## src/hw/rtl/cbse_ram.sv

```systemverilog
// Generic single-write, single-read RAM with a registered read port.
// No dependencies.
module cbse_ram #(
    parameter int WIDTH = 32,
    parameter int DEPTH = 64
) (
    input  logic                     clk,
    input  logic                     we,
    input  logic [$clog2(DEPTH)-1:0] waddr,
    input  logic [WIDTH-1:0]         wdata,
    input  logic [$clog2(DEPTH)-1:0] raddr,
    output logic [WIDTH-1:0]         rdata
);

    logic [WIDTH-1:0] mem_reg [DEPTH];
    logic [WIDTH-1:0] rdata_reg;

    always_ff @(posedge clk)
    begin
        if (we)
        begin
            mem_reg[waddr] <= wdata;
        end
        rdata_reg <= mem_reg[raddr];
    end

    assign rdata = rdata_reg;

endmodule

```

## config.mk

```make
export PLATFORM = sky130hd
export DESIGN_NAME = cbse_ram
export DESIGN_NICKNAME = d
export VERILOG_FILES = /design/src/hw/rtl/cbse_ram.sv
export SDC_FILE = /design/constraint.sdc
export NUM_CORES = 2
export LEC_CHECK = 0
export ABC_CLOCK_PERIOD_IN_PS = 3900
export BUFFER_PORTS_ARGS = -buffer_cell sky130_fd_sc_hd__buf_2
export CAP_MARGIN = 20
export CORE_MARGIN = 3
export CORE_UTILIZATION = 53
export DETAILED_ROUTE_END_ITERATION = 10
export PLACE_DENSITY = 0.7
export SYNTH_ARGS = -nofsm -noshare
export SYNTH_HDL_FRONTEND = slang
export SYNTH_SLANG_ARGS = --single-unit
```

## constraint.sdc

```tcl
create_clock -name clk -period 3.9 [get_ports clk]
set_input_delay 0.585 -clock clk [delete_from_list [all_inputs] [get_ports clk]]
set_output_delay 0.585 -clock clk [all_outputs]
set_load 0.02 [all_outputs]
```

# == After elaboration in Yosys (flattened, before gate mapping) ==
# Memories as Yosys holds them, arrays and structs flattened. A register that Yosys moved wholly into a read port is not among the register bits.
# Index checks and enable logic that the tools add are counted.
# totals
mem_bits_rw,2048
mem_count,1
register_bits,0
word_cells,3
rom_bits,0
inputBits,46
latchBits,0
out_inout_bits,32
# mem_list
name,words,width,rd,rd_clocked_by_memory_dff,wr,line,rtl
mem_reg,64,32,1,1,1,15,logic [WIDTH-1:0] mem_reg [DEPTH];
# classes
n_lt_le_gt_ge,0
n_addsub,0
n_shift,0
multipliers,0
muxes,2
eq_ne,0
bitwise_logic,0
div_mod_pow,0
reduce_logical,0
# op_table
operator,count
$mux W1,2

# == Longest topological paths before layout ==
# logic_depth
word_depth,2
ltp_mapped,10
mapped_depth_nobuf,5

# == Worst setup path before layout ==
# OpenSTA, ideal clock, no wires.
# synth_timing
kind,input to register
startpoint,input waddr[3]
endpoint,"memory mem_reg[48][0], enable pin"
path_buffers,1
cell_stages,4
slack_ps,155
arrival_time_ps,3284
t_required_ps,3439
setup_time_ps,461
cell_sequence,clkbuf_1 nor2b_1 nand4b_1 nor3_1
# synth_rtl
item,line,rtl
from (decl),9,"input logic [$clog2(DEPTH)-1:0] waddr,"
to (decl),15,
# Straight into the memory's write port.

==> metrics.yaml <==
power:
  powerDensity_nw_per_um2: 512
  seqPwrFrac: 0.542
  leakagePower_uw: 0.0280
  combPwrFrac: 0.049
  vdd_drop_max_uv: 472
  pwr-share-clk: 0.409
  p_switching_uw: 9650
  internal-power_uw: 36200
  power.total_uw: 45800
  p_sw_frac: 0.211
timing:
  rsz0062_at_grt: "no"
  max_freq_mhz: 385
  slew_violations: 0
  fin_crit_ps: 2600
  slew_headroom: 0.270
  clock_skew_ps: 31.1
  hold_violations: 0
  fin_crit_sh: 0.667
  tightest_slew_ps: 1090
  setup_tns_ps: 0
  finalSetupViolations: 0
critical_path:
  path_buf_inv: 3
  crit_slowest_cell: "o22ai_1"
  path_cells: "buf_8 > buf_12 > buf_12 > mux4_2 > mux4_2 > o22ai_1 > nor2_1"
  cp-start-kind: "primary input"
  cp-end-kind: "flop"
  cp_max_fo: 29
  required_ps: 4580
  critPathKind: "primary input to flop"
  worst_path_dominant_cell_family: "multiplexers"
  arrival_ps: 3280
  max_stage_delay_ps: 550
synth:
  ys_types: 34
  synth_edf_count: 2048
  synthArstFlopShare: 0
  synth_xor_area_frac: 0
  synth-simple-area-share: 0.0127
  synth.most_common_cell: "edfxtp_1"
  syn_nets: 3370
  synth_compound_area_frac: 0.0167
  avgSynthCellArea_um2: 23.6
  synthAdderAreaFrac: 0
  seq_area_frac_synth: 0.791
  synth_mux_area_frac: 0.168
  ys_top_cells_by_count: "edfxtp_1, mux4_2, nor2_1"
  syn_area_um2: 78500
  yosys.area.top_type: "edfxtp_1"
  synth_area_leaders: "edfxtp_1, mux4_2, mux2i_1"
  ys.flop_type: "edfxtp_1"
  synth.top_cell.area_share: 0.783
  synth-seq-cells: 2080
  synth_top_family_by_area: "multiplexers"
  synthCells: 3324
  synth.yosys.warnings: 0
floorplanning:
  rows: 140
  die_width_um: 391
  ios: 78
  die_area_um2: 153000
  core_um2: 146000
  fp.dieH_um: 391
  initial_core_util: 0.536
placement:
  dp_cells: 5302
  io_buffers: 77
  place_area_um2: 82700
  place.gp.congestion: 0.783
  dpl.hpwl_um: 103000
finish:
  fin_nets: 3651
  regArea_um2: 62100
  synthToLayoutAreaGrowth_pct: 14.0
  final_cells: 5701
  multi_input_area_um2: 16000
  nFillCells: 9812
  final_area_um2: 89500
  drive_above_1_share: 0.303
  largest_reg_flops: 2048
drt:
  wl_per_cell_um: 33.5
  drcViolationCount: 0
  first_iter_violations: 4604
  drt_first_pass_iters: 7
  drt_wl_total_um: 191000
  ant_nets: 0
  vias_per_cell: 6.55
  via_count: 37368
outcome:
  outcome: "completed"
global_routing:
  grt_max_degree: 65
  grt_overflow_total: 0
  grt_pass1_wl_um: 273000
  grt_pass1_vias: 37279
  grt_use_total: 0.254
  antenna_found_initial: 24
clock_tree:
  cts_max_path_buffers: 3
  path_clk_slew_ps: 70
  tritoncts: "built"
  clkLatencyLatePin_ps: 820
  h-tree-depth: 4
  cts_resized: 0
  clock_sinks: 2080
  cts_root_buf: "clkbuf_16"
  cts_buffers: 196
run:
  cap_viol_max_count: 0
hold_path:
  hp-class: "primary input to flop"
## worst paths after layout
kind,start,end,slack [ps],cells after the start
worst max-delay path,raddr[0],rdata[10],1300,7
worst min register to register,mem_reg[28][8],rdata[8],810,4
worst max register to register,mem_reg[3][10],rdata[10],1760,4
worst min-delay path,wdata[0],mem_reg[49][0],50,1
## power by group through the flow
stage               clock network [uW]  registers, uW  logic [uW]
finish                           18700          24900        2250
detailed placement                   0          25300        2220
floorplan                            0          25300        1200
CTS                              19000          24900        2220
global route                     19900          24900        2390
global placement                     0          25300        2180
## cell usage in the layout, fill, tap and decap left out, types with 7 or more instances in the layout
cell type  synthesis  layout
a21oi_1           62      62
a22oi_1           12      12
a311oi_1           8       8
buf_12             0      61
buf_2             57      73
buf_4             25     125
bufinv_16          0      16
clkbuf_1          74      50
clkbuf_16          0     196
clkbuf_8           0       9
clkinv_1           0      45
clkinv_16          0       7
clkinv_2           0      27
clkinv_8           0       7
dfxtp_1           32      32
diode_2            0      18
edfxtp_1        2048    2048
mux2i_1           93      93
mux4_2           544     544
nand2_1           26      26
nand2b_1           8       7
nor2_1           137      75
nor2_4             0      62
nor2b_1           15      15
o221ai_1          27      27
o22ai_1           84      84
## through the flow
step                      hold WS (ps)  setup slack [ps]  utilization
after floorplan                    663               155            -
after global placement             837               393        0.565
after detailed placement           790               386        0.565
after CTS                          328              1270        0.608
after global routing              30.5              1250        0.611
final                             54.1              1300        0.611
## kinds of logic after synthesis
family                 after synthesis
multiplexers                       637
flip-flops                        2080
AND/OR/NAND/NOR                    223
AO/OA/AOI/OAI                      202
buffers and inverters              182
## layer usage
metal	vias to the layer above	global-route usage	part of all wire
li1	14854	-	-
met5	-	0	0.00034
met1	20152	0.377	0.40
met2	2022	0.391	0.48
met3	328	0.0454	0.095
met4	12	0.0784	0.028
## final cells by class
class                   count  area share
flip-flops and latches   2080       0.694
clock buffers             255      0.0583
clock inverters           104      0.0127
repair buffers            265      0.0293
well taps                1917      0.0268
diodes                     18    0.000503
multi-input cells        1062       0.178
## timing repair
| item | in CTS | in global routing |
|---|---|---|
| hold buffers | 0 | 1 |
| setup buffers | 0 | 0 |
| endpoints found under the hold margin | 0 | 1 |
No activity file was read; power rests on OpenSTA's default activity.
